[src/rgb_pixel_blend_modes_macros.svh]
// Assertion macros shared by the RGB blend block.
`ifndef RGB_PIXEL_BLEND_MODES_MACROS_SVH
`define RGB_PIXEL_BLEND_MODES_MACROS_SVH

// A property checked on every rising clock edge outside reset.
`define RPB_ASSERT(label, prop, msg) \
   label: assert property (@(posedge clock) disable iff (reset) (prop)) else $error(msg);

// An implication checked on every rising clock edge outside reset.
`define RPB_ASSERT_IMPL(label, ante, cons, msg) \
   label: assert property (@(posedge clock) disable iff (reset) (ante) |-> (cons)) \
      else $error(msg);

`endif

[src/rpb_pkg.sv]
// Package with the shared types and constants of the RGB blend block.
`default_nettype none

package rpb_pkg;

   localparam int CHAN_W     = 8;
   localparam int ALPHA_W    = 9;
   localparam int PROD_W     = 17;
   localparam int CSR_IDX_W  = 4;
   localparam int CSR_DATA_W = 9;
   localparam int PIPE_STAGES = 4;

   localparam logic [ALPHA_W-1:0] ALPHA_ONE   = 9'd256;
   localparam logic [ALPHA_W-1:0] ALPHA_RESET = 9'd128;

   typedef enum logic [1:0] {
      MODE_NORMAL   = 2'd0,
      MODE_MULTIPLY = 2'd1,
      MODE_SCREEN   = 2'd2,
      MODE_OVERLAY  = 2'd3
   } mode_type;

   localparam logic [CSR_IDX_W-1:0] CSR_IDX_MODE  = 4'd0;
   localparam logic [CSR_IDX_W-1:0] CSR_IDX_ALPHA = 4'd1;

   // Settings seen by the datapath; alpha is already clamped to 0..256.
   typedef struct packed {
      mode_type           mode;
      logic [ALPHA_W-1:0] alpha;
   } cfg_type;

endpackage

`default_nettype wire

[src/rgb_pixel_blend_modes.sv]
// A transaction accepted at the input passes through the operand, product, sum and quotient registers to its result.
// Throughput: one pixel pair per clock outside reset; the four-stage channel pipeline never stalls.
// busy is high only during reset; start is then ignored.
// Reset (synchronous, active high) clears the pipeline valid bits and sets the
// mode to normal and alpha to 128; payload registers are not reset.
`default_nettype none

module rgb_pixel_blend_modes
   import rpb_pkg::*;
(
   input  wire logic                  clock,
   input  wire logic                  reset,
   // Input channel.
   input  wire logic                  start,
   output      logic                  busy,
   input  wire logic [CHAN_W-1:0]     req_base_red,
   input  wire logic [CHAN_W-1:0]     req_base_green,
   input  wire logic [CHAN_W-1:0]     req_base_blue,
   input  wire logic [CHAN_W-1:0]     req_over_red,
   input  wire logic [CHAN_W-1:0]     req_over_green,
   input  wire logic [CHAN_W-1:0]     req_over_blue,
   // Result channel.
   output      logic                  rsp_strobe,
   output      logic [CHAN_W-1:0]     rsp_mix_red,
   output      logic [CHAN_W-1:0]     rsp_mix_green,
   output      logic [CHAN_W-1:0]     rsp_mix_blue,
   // Configuration channel.
   input  wire logic                  csr_valid,
   output      logic                  csr_ready,
   input  wire logic [CSR_IDX_W-1:0]  csr_index,
   input  wire logic [CSR_DATA_W-1:0] csr_data
);

   `include "rgb_pixel_blend_modes_macros.svh"

   cfg_type cfg;
   logic    accept;

   // The pipeline advances on every clock, so the block is only busy while
   // reset holds the valid bits clear.
   assign busy   = reset;
   assign accept = start && !busy;

   // The configuration registers present the mode and the clamped alpha.
   rpb_csr u_csr (
      .clock     (clock),
      .reset     (reset),
      .csr_valid (csr_valid),
      .csr_ready (csr_ready),
      .csr_index (csr_index),
      .csr_data  (csr_data),
      .cfg       (cfg)
   );

   // One valid bit per pipeline stage travels alongside the channel data.
   logic [PIPE_STAGES-1:0] valid_ff, valid_in;

   assign valid_in = {valid_ff[PIPE_STAGES-2:0], accept};

   always_ff @(posedge clock) begin
      if (reset) begin
         valid_ff <= '0;
      end else begin
         valid_ff <= valid_in;
      end
   end

   assign rsp_strobe = valid_ff[PIPE_STAGES-1];

   // The three color channels are blended independently by identical pipelines.
   rpb_chan u_chan_red (
      .clock (clock),
      .cfg   (cfg),
      .base  (req_base_red),
      .over  (req_over_red),
      .mix   (rsp_mix_red)
   );

   rpb_chan u_chan_green (
      .clock (clock),
      .cfg   (cfg),
      .base  (req_base_green),
      .over  (req_over_green),
      .mix   (rsp_mix_green)
   );

   rpb_chan u_chan_blue (
      .clock (clock),
      .cfg   (cfg),
      .base  (req_base_blue),
      .over  (req_over_blue),
      .mix   (rsp_mix_blue)
   );

   // A result strobe must come from a transaction accepted at the pipeline input.
   `RPB_ASSERT(a_strobe_src, rsp_strobe |-> $past(accept, PIPE_STAGES), "orphan result strobe")

   // In multiply mode a white base pixel passes the overlay red channel through.
   `RPB_ASSERT_IMPL(a_mult_white, accept && cfg.mode == MODE_MULTIPLY && req_base_red == 8'd255, ##4 (rsp_mix_red == $past(req_over_red, 4)), "multiply by white failed")

   // A mode write lands in the configuration register on the next cycle.
   `RPB_ASSERT_IMPL(a_mode_write, csr_valid && csr_ready && csr_index == CSR_IDX_MODE, ##1 (cfg.mode == mode_type'($past(csr_data[1:0]))), "mode write lost")

endmodule

`default_nettype wire

[src/rpb_csr.sv]
// Configuration registers of the RGB blend block.
`default_nettype none

module rpb_csr
   import rpb_pkg::*;
(
   input  wire logic                  clock,
   input  wire logic                  reset,
   input  wire logic                  csr_valid,
   output      logic                  csr_ready,
   input  wire logic [CSR_IDX_W-1:0]  csr_index,
   input  wire logic [CSR_DATA_W-1:0] csr_data,
   output      cfg_type               cfg
);

   mode_type           mode_ff, mode_in;
   logic [ALPHA_W-1:0] alpha_ff, alpha_in;

   assign csr_ready = 1'b1;

   always_comb begin
      mode_in  = mode_ff;
      alpha_in = alpha_ff;
      if (csr_valid && csr_ready) begin
         unique case (csr_index)
            CSR_IDX_MODE:  mode_in  = mode_type'(csr_data[1:0]);
            CSR_IDX_ALPHA: alpha_in = csr_data[ALPHA_W-1:0];
            default: ;
         endcase
      end
   end

   always_ff @(posedge clock) begin
      if (reset) begin
         mode_ff  <= MODE_NORMAL;
         alpha_ff <= ALPHA_RESET;
      end else begin
         mode_ff  <= mode_in;
         alpha_ff <= alpha_in;
      end
   end

   // Any value with the top bit set is at least fully opaque.
   assign cfg.mode  = mode_ff;
   assign cfg.alpha = alpha_ff[ALPHA_W-1] ? ALPHA_ONE : alpha_ff;

endmodule

`default_nettype wire

[src/rpb_chan.sv]
// Four-stage blend pipeline for one color channel.
`default_nettype none

module rpb_chan
   import rpb_pkg::*;
(
   input  wire logic              clock,
   input  wire cfg_type           cfg,
   input  wire logic [CHAN_W-1:0] base,
   input  wire logic [CHAN_W-1:0] over,
   output      logic [CHAN_W-1:0] mix
);

   typedef struct packed {
      logic norm;
      logic dbl;
      logic inv;
   } flag_type;

   // Stage 1: operand selection.
   logic [ALPHA_W-1:0] opa1_in, opa1_ff, opa2_in, opa2_ff;
   logic [CHAN_W-1:0]  opb1_in, opb1_ff, opb2_in, opb2_ff;
   flag_type           f1_in, f1_ff;

   always_comb begin
      opa1_in = {1'b0, base};
      opb1_in = over;
      opa2_in = '0;
      opb2_in = '0;
      f1_in   = '0;
      unique case (cfg.mode)
         MODE_NORMAL: begin
            opa1_in    = ALPHA_W'(10'd256 - {1'b0, cfg.alpha});
            opb1_in    = base;
            opa2_in    = cfg.alpha;
            opb2_in    = over;
            f1_in.norm = 1'b1;
         end
         MODE_MULTIPLY: begin
         end
         MODE_SCREEN: begin
            opa1_in   = {1'b0, ~base};
            opb1_in   = ~over;
            f1_in.inv = 1'b1;
         end
         MODE_OVERLAY: begin
            f1_in.dbl = 1'b1;
            if (base[CHAN_W-1]) begin
               opa1_in   = {1'b0, ~base};
               opb1_in   = ~over;
               f1_in.inv = 1'b1;
            end
         end
      endcase
   end

   // Stage 2: products.
   logic [PROD_W-1:0] m1_in, m1_ff, m2_in, m2_ff;
   flag_type          f2_ff;

   assign m1_in = opa1_ff * opb1_ff;
   assign m2_in = opa2_ff * opb2_ff;

   // Stage 3: sum for the alpha mix, the doubled product for overlay, else the product alone.
   logic [PROD_W-1:0] p_in, p_ff;
   flag_type          f3_ff;

   always_comb begin
      if (f2_ff.norm) begin
         p_in = m1_ff + m2_ff;
      end else if (f2_ff.dbl) begin
         p_in = {m1_ff[PROD_W-2:0], 1'b0};
      end else begin
         p_in = m1_ff;
      end
   end

   // Stage 4: the alpha mix takes the sum divided by 256; other modes divide by 255
   // from the shifted estimate with up to two corrections, then the optional complement.
   logic [ALPHA_W-1:0] q_est;
   logic [9:0]         rem;
   logic [ALPHA_W-1:0] quo;
   logic [CHAN_W-1:0]  mix_in, mix_ff;

   always_comb begin
      q_est = p_ff[PROD_W-1:8];
      rem   = {2'b00, p_ff[7:0]} + {1'b0, q_est};
      quo   = q_est + ALPHA_W'(rem >= 10'd255) + ALPHA_W'(rem >= 10'd510);
      if (f3_ff.norm) begin
         mix_in = p_ff[15:8];
      end else if (f3_ff.inv) begin
         mix_in = ~quo[CHAN_W-1:0];
      end else begin
         mix_in = quo[CHAN_W-1:0];
      end
   end

   always_ff @(posedge clock) begin
      opa1_ff <= opa1_in;
      opb1_ff <= opb1_in;
      opa2_ff <= opa2_in;
      opb2_ff <= opb2_in;
      f1_ff   <= f1_in;
      m1_ff   <= m1_in;
      m2_ff   <= m2_in;
      f2_ff   <= f1_ff;
      p_ff    <= p_in;
      f3_ff   <= f2_ff;
      mix_ff  <= mix_in;
   end

   assign mix = mix_ff;

endmodule

`default_nettype wire
[config.mk]
export PLATFORM = sky130hd
export DESIGN_NAME = rgb_pixel_blend_modes
export DESIGN_NICKNAME = d
export VERILOG_FILES = /design/src/rpb_pkg.sv /design/src/rgb_pixel_blend_modes.sv /design/src/rpb_csr.sv /design/src/rpb_chan.sv
export VERILOG_INCLUDE_DIRS = /design/src /design/src/src
export SDC_FILE = /design/constraint.sdc
export NUM_CORES = 1
export LEC_CHECK = 0
export BUFFER_PORTS_ARGS = -buffer_cell sky130_fd_sc_hd__buf_2
export CAP_MARGIN = 40
export CORE_MARGIN = 2
export CORE_UTILIZATION = 59
export CTS_BUF_LIST = sky130_fd_sc_hd__clkbuf_2
export DETAILED_ROUTE_END_ITERATION = 8
export GPL_ROUTABILITY_DRIVEN = 0
export PLACE_DENSITY = 0.79
export SLEW_MARGIN = 20
export SYNTH_ARGS = -nofsm -noshare
export SYNTH_HDL_FRONTEND = slang
export SYNTH_HIERARCHICAL = 1
export SYNTH_SLANG_ARGS = --single-unit
[constraint.sdc]
create_clock -name clock -period 4.1 [get_ports clock]
set_clock_uncertainty 0.05 [all_clocks]
set_input_delay 0.205 -clock clock [delete_from_list [all_inputs] [get_ports clock]]
set_output_delay 0.205 -clock clock [all_outputs]
set_load 0.02 [all_outputs]
==> impl_results.md <==
- Cts bufs inserted: between 80 and 90
- Most common cell after layout, fill and taps aside: inv_1
- Total GRT Usage: slightly above 30%
- Final Worst Setup Slack: -0.308 ns
- Status: finished, violations left
- Later-pin clock latency in the skew report: approximately 1.1 ns
- Root Buffer: clkbuf_2
- Cell area power density: between 300 and 400 nW/µm²
- Syn_nets: ~3700
- Vias/cell: between 5 and 6
- Worst VDD drop: between 200 and 300 µV
- Leakage: ~17 nW
- Die Area: approximately 49000 µm²
- Multi-input logic area: ~21000 µm²
- Failing checks: design-rule violations, negative setup slack
- Endpoint class of the critical path: flop
- Post-synth cell types: between 90 and 100
- Routed WL: 78800 µm
- Unrepaired setup endpoints after global routing: yes
- Initial DRC count: roughly 1500
- Setup violators final: 18
- Initial antenna violation count: 6
- CTS Sinks: 318
- Remaining antenna violation count: 0
- Vias in the first global route: around 26000
- NetSw: approximately 0.0051 W
- GR Util met2: ~54%
- Final instance area: 35000 µm²
- GRT met3 Usage: under 10%
- Post-synthesis sequential area ratio: 22.8%
- Non-Filler Instances: approximately 4300
- CTS max path bufs: 3
- Commonest cells after routing, fill and taps aside: inv_1, and2_1, ha_1
- Worst r2r dst: u_chan_red/m1_ff[13]
- HP Class: in2reg
- Minimum clock period: approximately 4.4 ns
- # DRC: 2
- CP Data Arrival Time: between 5 and 6 ns
- Area leader, netlist: dfxtp_1
- FF-to-FF setup slack: -0.31 ns
- CORE AREA: roughly 47000 µm²
- Combinational share of power: 46.8%
- Final TNS setup: -1.69 ns
- CP Launch Type: flop
- Area share of the largest cell type after synthesis: 22.8%
- CTS tree: done
- Die H: 222 µm
- Fmax: between 0.2 and 0.25 GHz
- Req. time, crit path: between 5 and 6 ns
- Drt first pass iters: 9
- Die W: roughly 220 µm
- Clock Pin Slew Worst Setup and Hold Paths: between 0.1 and 0.15 ns
- Vias: about 25000
- Post-synth EDFFs: 0
- Slew Viols, Final: 0
- Hold path endpoint: u_chan_red/opb1_ff[0]
- First-pass GRT wire length: about 120000 µm
- DR WL/cell: 18.5 µm
- Max-slew headroom: a little under half
- Worst-margin pin slew: about 0.8 ns
- DP Cell Count: 3882
- Clock Power Share: a little under a fifth
- H-tree levels: 3
- Max Cap Violations: 0
- Reg-to-reg startpoint: u_chan_red/opb1_ff[6]
- Worst R2R Path Depth: 15
- Worst hold stages: 5
- Final Hold Viols: 0
- Post-Synthesis Cell Area: 27900 µm²
- Syn Area/Cell: 9.16 µm²
- Worst Path Max Fanout: 5
- P_int: 0.00722 W
- Initial Utilization: 59.9%
- Nets: around 4200
- Synth async-reset ratio: 0%
- Reg power frac: between 30% and 40%
- Gr ovfl total: 0
- GRT busiest layer: met2
- Register Area: roughly 6600 µm²
- Main synth FF type: dfxtp_1
- Area Overhead vs Synth: 25.1%
- Row cnt: 79
- Final period util: 108%
- Worst hold slack: about 0.12 ns
- Largest net degree at the start of global routing: 69
- Fillers: 2892
- Tot Pwr: around 0.012 W
- Ys Warns: 6
- Top cells by area, synth: dfxtp_1, fa_1, ha_1, and2_1, inv_1
- Min-delay src: req_over_red[0]
- Synthesized flop and latch total: approximately 320
- DPL Wire Length: 51900 µm
- Share of post-route cells with drive strength above 1: 22.9%
- GRT met1 Usage: between 30% and 40%
- Cells after Synth: slightly above 3000
- Critical path class: reg2reg
- Buffers on Ports: 90
- Area after DPL: 30600 µm²
- I/O pins: 92
- Net Sw Frac: 41.3%
-- worst max path at each step --
stage,slack [ns],start,cells after the start,to
floorplan,-0.03,u_chan_red/opb1_ff[4],15,u_chan_red/m1_ff[13]
global placement,-0.12,u_chan_blue/opb2_ff[3],15,u_chan_blue/m2_ff[16]
detailed placement,-0.23,u_chan_blue/opb1_ff[4],15,u_chan_blue/m1_ff[16]
CTS,-0.17,u_chan_red/opb1_ff[2],15,u_chan_red/m1_ff[13]
global route,-0.44,u_chan_red/opb1_ff[2],15,u_chan_red/m1_ff[13]
finish,-0.31,u_chan_red/opb1_ff[6],15,u_chan_red/m1_ff[13]
-- kinds of logic after synthesis --
| logic type | share of synthesized area, % |
|---|---|
| flops | 22.8 |
| compound gates | 11.8 |
| mux | 3.03 |
| fa+ha+maj | 32.1 |
| simple gates | 18.4 |
| buf+inv | 6.37 |
| xor+xnor | 5.49 |
| other cells | 0.0134 |
-- layer usage --
layer,routed length [µm],vias up
met3,4580,442
met4,5330,2
li1,-,11300
met5,13,-
met2,39600,1133
met1,29200,11800
-- power groups by stage --
stage          clock, W  combinational (W)  sequential [W]
6_report        0.00232            0.00575         0.00423
5_1_grt         0.00254            0.00632         0.00427
4_1_cts         0.00235            0.00537         0.00420
3_5_place_dp          0            0.00510         0.00428
3_3_place_gp          0            0.00486         0.00426
2_1_floorplan         0            0.00370         0.00422
-- critical path: stages (launching register included) --
cell and delay [ns]:
dfxtp_2 0.40, nand2_1 0.11, fa_1 0.50, fa_1 0.51, inv_2 0.04, fa_1 0.48
inv_2 0.04, fa_1 0.51, inv_2 0.06, ha_4 0.21, o21a_1 0.10, o31a_1 0.12
or4_1 0.41, a31o_1 0.26, or4_1 0.40, nand3_1 0.08
-- cell type report --
| type | count | area share [%] |
|---|---|---|
| clock buffers | 118 | 1.69 |
| clock inverters | 32 | 0.530 |
| diodes | 6 | 0.0430 |
| multi-input cells | 2263 | 60.2 |
| flip-flops and latches | 318 | 18.8 |
| repair buffers | 513 | 12.1 |
| inverters | 408 | 4.38 |
| well taps | 607 | 2.17 |
-- cells in the mapped netlist (all sizes together), types with 14 or more instances --
master / instances
nand2: 210
o21ai: 91
mux2: 34
nor3: 32
nand4: 14
dfxtp: 318
a21o: 49
mux2i: 46
o21bai: 14
nor2: 117
inv: 407
and2: 377
xnor2: 99
nor2b: 42
and3: 17
nand3: 45
buf: 18
fa: 261
a211oi: 27
ha: 300
o221ai: 21
nand2b: 38
o22ai: 32
a21oi: 154
xor2: 76
a31oi: 14
clkbuf: 41
-- sequential cells by signal, summed over array words and instances (netlist names), 17 cells and up --
name / count
u_chan_blue/m2_ff: 17
u_chan_red/m2_ff: 17
u_chan_blue/m1_ff: 17
u_chan_green/m2_ff: 17
u_chan_green/m1_ff: 17
u_chan_blue/p_ff: 17
u_chan_green/p_ff: 17
u_chan_red/m1_ff: 17
u_chan_red/p_ff: 17
-- repair_timing --
action | in CTS | in global routing
setup endpoints to repair | 39 | 42
buffers inserted | 29 | 16
endpoints found under the hold margin | 90 | 0
pin swaps | 122 | 165
resized for setup | 181 | 195
hold buffers | 186 | 0
-- through the flow --
step,setup WS (ns),utilization [%]
final,-0.308,74.9
after global routing,-0.441,74.9
after CTS,-0.172,73.0
after detailed placement,-0.228,65.7
after global placement,-0.125,65.5
after floorplan,-0.0339,-
No activity file was read; power rests on OpenSTA's default activity.
